`src/sv/scs_pkg.sv`:
```
// Shared types and constants for the game-record collection splitter.
package scs_pkg;

   // Byte codes seen by the framer
   localparam logic [7:0] CH_LPAREN = 8'h28;
   localparam logic [7:0] CH_RPAREN = 8'h29;
   localparam logic [7:0] CH_SEMI   = 8'h3B;
   localparam logic [7:0] CH_LBRACK = 8'h5B;
   localparam logic [7:0] CH_RBRACK = 8'h5D;
   localparam logic [7:0] CH_BSLASH = 8'h5C;
   localparam logic [7:0] CH_LF     = 8'h0A;
   localparam logic [7:0] CH_CR     = 8'h0D;
   localparam logic [7:0] CH_SPACE  = 8'h20;

   // Register file
   localparam int unsigned CSR_INDEX_BITS = 4;
   localparam int unsigned CSR_DATA_BITS  = 16;
   localparam logic [CSR_INDEX_BITS-1:0] CSR_COMPACT_MODE = 4'd0;
   localparam logic [CSR_INDEX_BITS-1:0] CSR_START_COUNT  = 4'd1;

   // Result queue geometry
   localparam int unsigned RQ_DEPTH    = 4;
   localparam int unsigned RQ_PTR_BITS = 2;
   localparam int unsigned RQ_CNT_BITS = 3;

   typedef struct packed {
      logic [7:0]  out_byte;
      logic [15:0] unit_number;
      logic        first_of_unit;
      logic        unit_complete;
      logic        last_of_run;
   } scs_result_type;

   // Results produced for one byte: count 0..2, in order r0 then r1
   typedef struct packed {
      logic [1:0]     n;
      scs_result_type r0;
      scs_result_type r1;
   } scs_emit_type;

   // One register write transfer
   typedef struct packed {
      logic                      wr;
      logic [CSR_INDEX_BITS-1:0] index;
      logic [CSR_DATA_BITS-1:0]  data;
   } scs_csr_type;

endpackage

```
`src/sv/sgf_collection_splitter_top.sv`:
```
// Collection splitter top: input register, framer and result queue.
// A byte is held in the input register, then its results are written into the result queue and offered from there.
// Throughput: one byte per cycle while the input does not stall; a byte with two results takes
// two queue entries, and the input stalls when the four-entry result queue lacks two free slots.
// Reset (synchronous): empties the pipeline, compact mode off, unit counter at 1.
module sgf_collection_splitter_top #(
   parameter int unsigned DEPTH_BITS = 16,
   parameter int unsigned UNIT_BITS  = 16
) (
   input  logic                                clock,
   input  logic                                reset,
   input  logic                                req_valid,
   output logic                                req_stall,
   input  logic [7:0]                          req_byte_in,
   output logic                                rsp_valid,
   input  logic                                rsp_stall,
   output logic [7:0]                          rsp_out_byte,
   output logic [15:0]                         rsp_unit_number,
   output logic                                rsp_first_of_unit,
   output logic                                rsp_unit_complete,
   output logic                                rsp_last_of_run,
   input  logic                                csr_valid,
   output logic                                csr_ready,
   input  logic [scs_pkg::CSR_INDEX_BITS-1:0]  csr_index,
   input  logic [scs_pkg::CSR_DATA_BITS-1:0]   csr_wdata
);
   import scs_pkg::*;

   logic                   in_vld_ff, in_vld_in;
   logic [7:0]             in_byte_ff, in_byte_in;
   logic                   adv, room2;
   scs_csr_type            csr_wr;
   scs_emit_type           emit;
   scs_result_type         head;
   logic [RQ_CNT_BITS-1:0] q_level;

   // Input register: advances into the framer when the queue can take two results
   assign adv       = in_vld_ff && room2;
   assign req_stall = in_vld_ff && !room2;

   always_comb begin
      in_vld_in  = in_vld_ff && !adv;
      in_byte_in = in_byte_ff;
      if (req_valid && !req_stall) begin
         in_vld_in  = 1'b1;
         in_byte_in = req_byte_in;
      end
   end

   always_ff @(posedge clock) begin
      if (reset) begin
         in_vld_ff <= 1'b0;
      end else begin
         in_vld_ff <= in_vld_in;
      end
   end

   always_ff @(posedge clock) begin
      in_byte_ff <= in_byte_in;
   end

   // Register write transfer
   assign csr_ready    = 1'b1;
   assign csr_wr.wr    = csr_valid && csr_ready;
   assign csr_wr.index = csr_index;
   assign csr_wr.data  = csr_wdata;

   scs_framer #(
      .DEPTH_BITS(DEPTH_BITS),
      .UNIT_BITS (UNIT_BITS)
   ) u_framer (
      .clock  (clock),
      .reset  (reset),
      .csr_wr (csr_wr),
      .step   (adv),
      .byte_in(in_byte_ff),
      .emit   (emit)
   );

   scs_rsp_queue u_rsp_queue (
      .clock    (clock),
      .reset    (reset),
      .push     (emit),
      .rsp_stall(rsp_stall),
      .rsp_valid(rsp_valid),
      .head     (head),
      .room2    (room2),
      .level    (q_level)
   );

   assign rsp_out_byte      = head.out_byte;
   assign rsp_unit_number   = head.unit_number;
   assign rsp_first_of_unit = head.first_of_unit;
   assign rsp_unit_complete = head.unit_complete;
   assign rsp_last_of_run   = head.last_of_run;

`ifndef SYNTHESIS
   // queue never overfills
   a_level_bound: assert property (@(posedge clock) disable iff (reset)
      q_level <= RQ_CNT_BITS'(RQ_DEPTH))
      else $error("result queue overflow");

   // closing newline carries the unit end and closes the run
   a_complete_lf: assert property (@(posedge clock) disable iff (reset)
      (rsp_valid && rsp_unit_complete) |-> (rsp_out_byte == CH_LF && rsp_last_of_run))
      else $error("unit end on a result other than the closing newline");

   // no results are produced by a byte that never reached the framer
   a_push_needs_step: assert property (@(posedge clock) disable iff (reset)
      (emit.n != 2'd0) |-> adv)
      else $error("results pushed without an advancing byte");

   // nothing offered right after reset
   a_reset_empty: assert property (@(posedge clock)
      (!reset && $past(reset)) |-> !rsp_valid)
      else $error("results present after reset");
`endif

endmodule

```
`src/sv/scs_framer.sv`:
```
// Framing state machine: unit numbering, paren depth, value skipping, result build.
module scs_framer #(
   parameter int unsigned DEPTH_BITS = 16,
   parameter int unsigned UNIT_BITS  = 16
) (
   input  logic                 clock,
   input  logic                 reset,
   input  scs_pkg::scs_csr_type csr_wr,
   input  logic                 step,
   input  logic [7:0]           byte_in,
   output scs_pkg::scs_emit_type emit
);
   import scs_pkg::*;

   localparam logic [2:0] PH_BETWEEN   = 3'd0;
   localparam logic [2:0] PH_WAIT_OPEN = 3'd1;
   localparam logic [2:0] PH_WAIT_SEMI = 3'd2;
   localparam logic [2:0] PH_GAME      = 3'd3;
   localparam logic [2:0] PH_VALUE     = 3'd4;
   localparam logic [2:0] PH_ESCAPE    = 3'd5;

   localparam logic [DEPTH_BITS-1:0] DEPTH_MAX = {DEPTH_BITS{1'b1}};
   localparam logic [DEPTH_BITS-1:0] DEPTH_ONE = DEPTH_BITS'(1);

   logic [2:0]            phase_ff, phase_in;
   logic [DEPTH_BITS-1:0] depth_ff, depth_in;
   logic                  in_game_ff, in_game_in;
   logic [UNIT_BITS-1:0]  counter_ff, counter_in;
   logic                  first_ff, first_in;
   logic                  compact_ff, compact_in;

   logic [2:0]            ph, nph;
   logic [DEPTH_BITS-1:0] dep, ndep, dec;
   logic                  ing, ning, fp;
   logic [UNIT_BITS-1:0]  cnt, unum;
   logic [UNIT_BITS+15:0] unum_ext, start_ext;
   logic                  between, ws, skip, emit_b;
   logic [1:0]            x_n, n;
   logic [7:0]            x0, x1, r0_byte, r1_byte;
   logic                  x_done, r0_done, r1_done;

   // Next state and result assembly for one byte
   always_comb begin
      between = !((phase_ff >= PH_WAIT_OPEN) && (phase_ff <= PH_ESCAPE));
      ws      = (byte_in == CH_SPACE) || (byte_in == CH_CR) || (byte_in == CH_LF);
      skip    = between && ws;

      ph  = phase_ff;
      dep = depth_ff;
      ing = in_game_ff;
      cnt = counter_ff;
      fp  = first_ff;
      // first non-blank byte between units opens a new unit
      if (between) begin
         cnt = counter_ff + 1'b1;
         fp  = 1'b1;
         ph  = PH_WAIT_OPEN;
         dep = '0;
         ing = 1'b0;
      end
      emit_b = ing || !compact_ff;

      nph    = ph;
      ndep   = dep;
      ning   = ing;
      x_n    = 2'd0;
      x0     = CH_LPAREN;
      x1     = CH_SEMI;
      x_done = 1'b0;
      dec    = dep;
      case (ph)
         PH_WAIT_OPEN: begin
            if (byte_in == CH_LPAREN) nph = PH_WAIT_SEMI;
         end
         PH_WAIT_SEMI: begin
            if (byte_in == CH_SEMI) begin
               nph  = PH_GAME;
               ndep = DEPTH_ONE;
               ning = 1'b1;
               // compact mode re-emits the opening pair
               if (compact_ff) x_n = 2'd2;
            end else begin
               nph = PH_WAIT_OPEN;
            end
         end
         PH_GAME: begin
            if (byte_in == CH_LPAREN) begin
               if (dep != DEPTH_MAX) ndep = dep + 1'b1;
            end else if (byte_in == CH_LBRACK) begin
               nph = PH_VALUE;
            end else if (byte_in == CH_RPAREN) begin
               if (dep != '0) dec = dep - 1'b1;
               ndep = dec;
               if (dec == '0) begin
                  ning   = 1'b0;
                  nph    = PH_BETWEEN;
                  x_n    = 2'd1;
                  x0     = CH_LF;
                  x_done = 1'b1;
               end
            end
         end
         PH_VALUE: begin
            if (byte_in == CH_RBRACK) nph = PH_GAME;
            else if (byte_in == CH_BSLASH) nph = PH_ESCAPE;
         end
         default: begin
            // escaped byte: back into the value
            nph = PH_VALUE;
         end
      endcase

      // order: passed byte first, then inserted bytes
      if (emit_b) begin
         n       = x_n + 2'd1;
         r0_byte = byte_in;
         r0_done = 1'b0;
         r1_byte = x0;
         r1_done = x_done;
      end else begin
         n       = x_n;
         r0_byte = x0;
         r0_done = x_done;
         r1_byte = x1;
         r1_done = 1'b0;
      end
      if (!step || skip) n = 2'd0;

      unum     = cnt - 1'b1;
      unum_ext = {16'b0, unum};

      emit.n                = n;
      emit.r0.out_byte      = r0_byte;
      emit.r0.unit_number   = unum_ext[15:0];
      emit.r0.first_of_unit = fp;
      emit.r0.unit_complete = r0_done;
      emit.r0.last_of_run   = (n == 2'd1);
      emit.r1.out_byte      = r1_byte;
      emit.r1.unit_number   = unum_ext[15:0];
      emit.r1.first_of_unit = 1'b0;
      emit.r1.unit_complete = r1_done;
      emit.r1.last_of_run   = 1'b1;

      phase_in   = phase_ff;
      depth_in   = depth_ff;
      in_game_in = in_game_ff;
      counter_in = counter_ff;
      first_in   = first_ff;
      compact_in = compact_ff;
      if (step && !skip) begin
         phase_in   = nph;
         depth_in   = ndep;
         in_game_in = ning;
         counter_in = cnt;
         first_in   = fp && (n == 2'd0);
      end

      // register writes; writing the start count loads the unit counter
      start_ext = {{UNIT_BITS{1'b0}}, csr_wr.data};
      if (csr_wr.wr) begin
         case (csr_wr.index)
            CSR_COMPACT_MODE: compact_in = csr_wr.data[0];
            CSR_START_COUNT:  counter_in = start_ext[UNIT_BITS-1:0];
            default:          compact_in = compact_ff;
         endcase
      end
   end

   // State registers
   always_ff @(posedge clock) begin
      if (reset) begin
         phase_ff   <= PH_BETWEEN;
         depth_ff   <= '0;
         in_game_ff <= 1'b0;
         counter_ff <= UNIT_BITS'(1);
         first_ff   <= 1'b0;
         compact_ff <= 1'b0;
      end else begin
         phase_ff   <= phase_in;
         depth_ff   <= depth_in;
         in_game_ff <= in_game_in;
         counter_ff <= counter_in;
         first_ff   <= first_in;
         compact_ff <= compact_in;
      end
   end

endmodule

```
`src/sv/scs_rsp_queue.sv`:
```
// Small result queue: up to two pushes and one pop per cycle.
module scs_rsp_queue (
   input  logic                               clock,
   input  logic                               reset,
   input  scs_pkg::scs_emit_type              push,
   input  logic                               rsp_stall,
   output logic                               rsp_valid,
   output scs_pkg::scs_result_type            head,
   output logic                               room2,
   output logic [scs_pkg::RQ_CNT_BITS-1:0]    level
);
   import scs_pkg::*;

   scs_result_type         mem_ff [RQ_DEPTH];
   logic [RQ_PTR_BITS-1:0] wr_ptr_ff, wr_ptr_in;
   logic [RQ_PTR_BITS-1:0] rd_ptr_ff, rd_ptr_in;
   logic [RQ_CNT_BITS-1:0] count_ff, count_in;
   logic                   pop;

   // Pointer and fill bookkeeping
   always_comb begin
      pop       = (count_ff != '0) && !rsp_stall;
      wr_ptr_in = wr_ptr_ff + RQ_PTR_BITS'(push.n);
      rd_ptr_in = rd_ptr_ff + RQ_PTR_BITS'(pop);
      count_in  = count_ff + RQ_CNT_BITS'(push.n) - RQ_CNT_BITS'(pop);
   end

   always_ff @(posedge clock) begin
      if (reset) begin
         wr_ptr_ff <= '0;
         rd_ptr_ff <= '0;
         count_ff  <= '0;
      end else begin
         wr_ptr_ff <= wr_ptr_in;
         rd_ptr_ff <= rd_ptr_in;
         count_ff  <= count_in;
      end
   end

   // Entry storage
   always_ff @(posedge clock) begin
      if (push.n != 2'd0) mem_ff[wr_ptr_ff] <= push.r0;
      if (push.n == 2'd2) mem_ff[wr_ptr_ff + 1'b1] <= push.r1;
   end

   assign rsp_valid = (count_ff != '0);
   assign head      = mem_ff[rd_ptr_ff];
   assign room2     = (count_ff <= RQ_CNT_BITS'(RQ_DEPTH - 2));
   assign level     = count_ff;

endmodule
```
`config.mk`:
```
export PLATFORM = sky130hd
export DESIGN_NAME = sgf_collection_splitter_top
export DESIGN_NICKNAME = d
export VERILOG_FILES = /design/src/sv/scs_pkg.sv /design/src/sv/sgf_collection_splitter_top.sv /design/src/sv/scs_framer.sv /design/src/sv/scs_rsp_queue.sv
export SDC_FILE = /design/constraint.sdc
export NUM_CORES = 1
export LEC_CHECK = 0
export ABC_AREA = 1
export BUFFER_PORTS_ARGS = -buffer_cell sky130_fd_sc_hd__buf_4
export CAP_MARGIN = 30
export CORE_MARGIN = 1
export CORE_UTILIZATION = 32
export DETAILED_ROUTE_END_ITERATION = 8
export GPL_TIMING_DRIVEN = 0
export PLACE_DENSITY = 0.53
export REMOVE_ABC_BUFFERS = 1
export SKIP_LAST_GASP = 1
export SLEW_MARGIN = 20
export SYNTH_ARGS = -nofsm -noshare
export SYNTH_HDL_FRONTEND = slang
export SYNTH_SLANG_ARGS = --single-unit
```
`constraint.sdc`:
```
create_clock -name clock -period 6.1 [get_ports clock]
set_input_delay 1.83 -clock clock [delete_from_list [all_inputs] [get_ports clock]]
set_output_delay 1.83 -clock clock [all_outputs]
set_load 0.03 [all_outputs]
```
---- After elaboration in Yosys (flattened, before gate mapping) ----
Memory sizes are Yosys's and may differ from the RTL's. A register that Yosys moved wholly into a read port is not among the register bits.
Cells that the tools add are included.
word-level totals
  output and inout bits ................... 30
  memory bits (writable) .................. 108
  bits in latches ......................... 0
  memories ................................ 1
  ROM bits ................................ 0
  word-level logic and storage cells ...... 132
  register bits after elaboration ......... 54
  input bits .............................. 33
operators by class
  reductions and logical operators ........ 27
  bitwise logic cells ..................... 0
  equality and inequality tests ........... 17
  multipliers ............................. 0
  multiplexer cells ....................... 63
  divide/modulo/power cells ............... 0
  order comparisons ....................... 3
  shifts and indexed selects .............. 0
  $add $sub $neg .......................... 10
memory list
  memory              words  width  read ports  clocked after Yosys merged registers in  write ports  line                 source
  u_rsp_queue.mem_ff  4      27     1           1                                        2            scs_rsp_queue.sv:14  scs_result_type mem_ff [RQ_DEPTH];
operators by type and width
  kind                   count
  $mux 16                15
  $mux 8                 6
  $add 16x1->16 const B  2
  $eq 8x6->1 const B     4
  $pmux 16 s2            1
  $sub 16x1->16 const B  2
  $eq 8x7->1 const B     3
  $mux 3                 8
  $mux 1                 20
  $mux 2                 9
  $eq 8x4->1 const B     2
  $logic_not 16->1       1
  $ne 16x16->1 const B   1
  $reduce_bool 16->1     1
  $pmux 3 s4             1
  $logic_and 1x1->1      9
  $logic_not 1->1        7
  $eq 3x2->1 const B     2
  $mux 6                 1
  $add 2x1->2 const B    2
  $eq 4x1->1 const B     1
  $logic_not 4->1        1
  $logic_or 1x1->1       4
  $pmux 2 s2             1
  16 further kinds       16

---- Logic depth before layout (Yosys ltp) ----
  depth after elaboration ................. 21
  mapped depth ............................ 27
  depth with buffers taken out ............ 25

---- Hierarchy ----
Synthesis repeated with hierarchy kept, for this count alone.
second synthesis, totals
  cells, all modules ...................... 1349
  area total of the unflattened synthesis .. 10740.3 sq um
modules (own cells, without submodules)
  module                       cells an instance  seq. area each (sq um)  area an instance (sq um)  instances
  scs_rsp_queue                583                3383.2                  6002.0                    1
  scs_framer                   747                760.7                   4430.5                    1
  sgf_collection_splitter_top  19                 260.2                   307.8                     1

---- Least setup slack after synthesis ----
Ideal clock, no wire load.
  kind .................................... reg-to-reg
  start point ............................. register u_framer.phase_ff[1]
  end point ............................... memory u_rsp_queue.mem_ff[2][10] in the netlist's numbering, enable pin
  setup time .............................. 0.378 ns
  clock period less this slack ............ 4.540 ns
  cell stages (with the launch flop) ...... 27
  setup slack ............................. 1.560 ns
  data required time ...................... 5.722 ns
  path buffers ............................ 3
  arrival time ............................ 4.163 ns
  cell sequence ........................... dfxtp_1 -> inv_2 -> ha_1 -> nand2_4 -> nand2_2 -> buf_4 -> nor2_1 -> inv_1 -> ha_1 -> nand2_2 -> nor2_4 -> nand2_2 -> buf_6 -> nand2_1 -> nand2_1 -> nand3_1 -> nor2_1 -> nand2_1 -> nor2_1 -> nand3_1 -> ha_1 -> nor2_1 -> inv_1 -> nand2_4 -> nand2_2 -> buf_2 -> nand2_1
RTL lines
  what                      line                 source
  start: declaration        scs_framer.sv:25     logic [2:0] phase_ff, phase_in;
  start signal: assignment  scs_framer.sv:179    phase_ff <= phase_in;
  end: declaration          scs_rsp_queue.sv:14

==> metrics.txt <==
cell breakdown of the critical path inv_2 -> ha_1 -> nand2_4 -> nand2_4 -> nor2_1 -> inv_1 -> ha_1 -> nand2_2 -> nor2_4 -> nand2_2 -> nand2_1 -> nand2_1 -> nand3_1 -> nor2_1 -> nand2_1 -> nor2_1 -> nand3_1 -> ha_1 -> nand4_1 -> buf_6 -> nand2_8; ys flop type edfxtp_1; final setup violation count 0; final wirelength 29,800 um; post-cts hold buffer count 0; FMAX approximately 0.17 GHz; layout cells sized above 1 around 11%; top cell type by total area after synthesis edfxtp_1; Distinct cells, synth approximately 40; Final Non-Filler Cells about 1,700; Seq cells post-synth 162; PD cells between 300 and 400 nW/um^2; max_cap viols 0; NumNets Final 1,364; GR Overflow Total 0; setup bufs post-CTS 0; LEAKAGE ~4.5 nW; WL/cell 17.4 um; Max Root-Sink Buffers 2; Tcrit/Tclk final 94.0%; port bufs 61; warnings from Yosys 0; min Tclk post-route 5740 ps; Worst-path clk slew around 80 ps; Syn Inst Count about 1,300; Vias 9,084; Slew @ Worst Pin 993 ps; I/O Pins 63; Post-Syn Area 9780 sq um; Crit path buffers/inverters 3; CTS buffer count 17; final-report hold violation count 0; drt via density 5.29; WP data required 6220 ps; Die Height between 150 and 200 um; initial antenna violation count 0; Critical Path Slowest Stage Cell nand4_1; delay-heaviest family, CP simple AND/OR/NAND/NOR gates; FP Rows 63; Synth area leaders edfxtp_1 (28%), dfxtp_1 (14%), nand2_1 (7.4%), a21oi_1 (7.3%), nand3_1 (7.1%); CP Launch Type flop; first-pass GRT wire length 47,500 um; Peak VDD IR 0.214 mV; area share of the largest cell type after synthesis roughly 28%; HP Class flop to flop; vias in the first global route 8,661; root buf cell clkbuf_16; post-synthesis sequential area ratio 42.6%; Rel. slew slack about a third; Clock Sinks 162; die footprint 31,300 sq um; Final Slew Violations 0; Async S/R FF share, synth 0%; CP Class flop to flop; pin count of the biggest net entering global routing approximately 50; dpl hpwl 19,700 um; initial core utilization 32.7%; Chip Width ~180 um; Starting DRT DRC Count 828; crit end category flop; RSZ-0062 raised after global routing false; DRC errors left 0; Area growth syn-to-layout 16.2%; Area after DPL 10,600 sq um; core area around 30,000 sq um; RePlAce Congestion around 0.87; skew final 24.6 ps; H-tree levels 4; hold_ws approximately 460 ps; status finished clean; clock tree from TritonCTS yes; Worst-Skew Late Latency 450 ps; post-placement cell count ~1,700; n_diodes 0; worst path arrival time 5860 ps; slowest stage delay, CP 730 ps; Total GRT Usage 19.6%; Avg Cell Area, Syn 7.58 sq um; post-route ant nets 0; number of synthesized flops with an enable pin 92; Finished Cell Area 11,400 sq um; worst-path fanout max 21; Pre-antenna DRT Iters 6
## layout make-up
class / instances / area, sq um
fillers: 3103 / 18500
multi-input cells: 950 / 4990
flip-flops and latches: 162 / 4170
repair buffers: 75 / 689
well taps: 390 / 488
clock buffers: 17 / 425
inverters: 107 / 403
clock inverters: 15 / 196
## report_power, final
part | leakage [nW] | switching (W) | total [W] | internal, W
Combinational | 2.82 | 0.00109 | 0.00161 | 0.000522
Clock | 0.300 | 0.000558 | 0.00112 | 0.000565
Sequential | 1.41 | 0.000105 | 0.00140 | 0.00130
## worst reg2reg max path, delay by kind of cell (launching register included)
kind                       cells  cell delay, ps
adders and majority gates      3            1100
and+or+nand+nor               15            3260
buffers and inverters          3             640
DFF                            1             420
## path summary, 6_finish.rpt
| path | startpoint | end | slack, ps | cells past startpoint |
|---|---|---|---|---|
| setup / recovery | u_framer.phase_ff[1] | u_rsp_queue.mem_ff[2][4] | 360 | 21 |
| hold / removal | u_rsp_queue.mem_ff[2][0] | u_rsp_queue.mem_ff[2][0] | 460 | 2 |
| setup reg to reg | u_framer.phase_ff[1] | u_rsp_queue.mem_ff[2][4] | 360 | 21 |
| hold reg to reg | u_rsp_queue.mem_ff[2][0] | u_rsp_queue.mem_ff[2][0] | 460 | 2 |
## cells in the mapped netlist (3+ instances only)
library cell,instances
inv_1,101
nor2_4,4
o21ai_0,134
a21oi_1,143
or2_2,3
o22ai_1,27
nand2_1,192
clkbuf_1,47
ha_1,17
buf_2,18
buf_6,4
clkinv_1,4
xnor2_1,10
edfxtp_1,92
nand2_4,4
nand4_1,20
nor3_1,16
nor4_1,3
o211ai_1,14
nor2_2,5
nand3_1,138
nor2_1,153
xor2_1,34
nand2_2,9
dfxtp_1,70
a221oi_1,5
## cells in the final DEF, fill, tap and decap left out, types with 3 or more instances in the layout
master | Yosys | routed
inv_1 | 101 | 101
edfxtp_1 | 92 | 92
dfxtp_1 | 70 | 68
o21ai_0 | 134 | 134
a21oi_1 | 143 | 143
nor4_1 | 3 | 3
clkbuf_16 | 0 | 17
nand2_1 | 192 | 187
buf_16 | 0 | 3
nand2_4 | 4 | 10
inv_12 | 0 | 3
ha_1 | 17 | 17
nor3_1 | 16 | 16
nand2_8 | 0 | 4
o22ai_1 | 27 | 27
inv_6 | 0 | 3
nor2_1 | 153 | 152
nand2_2 | 9 | 4
a221oi_1 | 5 | 5
buf_6 | 4 | 7
xnor2_1 | 10 | 10
clkinv_1 | 4 | 3
nor2_4 | 4 | 5
nand4_1 | 20 | 20
clkinv_8 | 0 | 5
nor2_2 | 5 | 5
buf_4 | 2 | 61
nand3_1 | 138 | 138
or2_2 | 3 | 3
xor2_1 | 34 | 34
o211ai_1 | 14 | 14
## registers in the layout (all words and copies together), names as in the netlist, 2 cells and up
register	count
in_byte_ff	8
u_rsp_queue.rd_ptr_ff	2
u_rsp_queue.mem_ff	108
u_rsp_queue.level	3
u_framer.phase_ff	3
u_framer.depth_ff	16
u_rsp_queue.wr_ptr_ff	2
u_framer.counter_ff	16
## cells by family after synthesis
logic type	count (synthesis)	share of synthesized area [%]
and+or+nand+nor	552	25.1
AOI/OAI and AO/OA	334	18.4
buffers and inverters	178	7.45
DFF	162	42.6
xor gates and xnor gates	44	3.94
adders and majority gates	18	2.38
other	1	0.0383
muxes	1	0.102
## through the flow
stage / power [W] / utilization, % / setup TNS [ps] / setup slack, ps
floorplan: 0.00246 / - / 0 / 1020
global placement: 0.00297 / 34.8 / -203670 / -1870
detailed placement: 0.00302 / 35.5 / -54390 / -687
CTS: 0.00415 / 37.8 / -2180 / -64.6
global route: 0.00439 / 38.0 / 0 / 19.3
finish: 0.00413 / 38.0 / 0 / 363
## metal layers
layer  vias to the layer above  routed length, um  track usage, %
met5                         -                  0               0
met1                      4294              13500            25.8
met3                        38               1510            2.79
met2                       254              14300            33.1
li1                       4498                  -               -
met4                         0                489            5.60
## timing repair
item                                   CTS  global route
endpoints found under the hold margin    0             0
pin swaps                                0             0
setup endpoints to repair              126           129
gates resized for setup                 11             5
(Power assumes the default switching activity.)
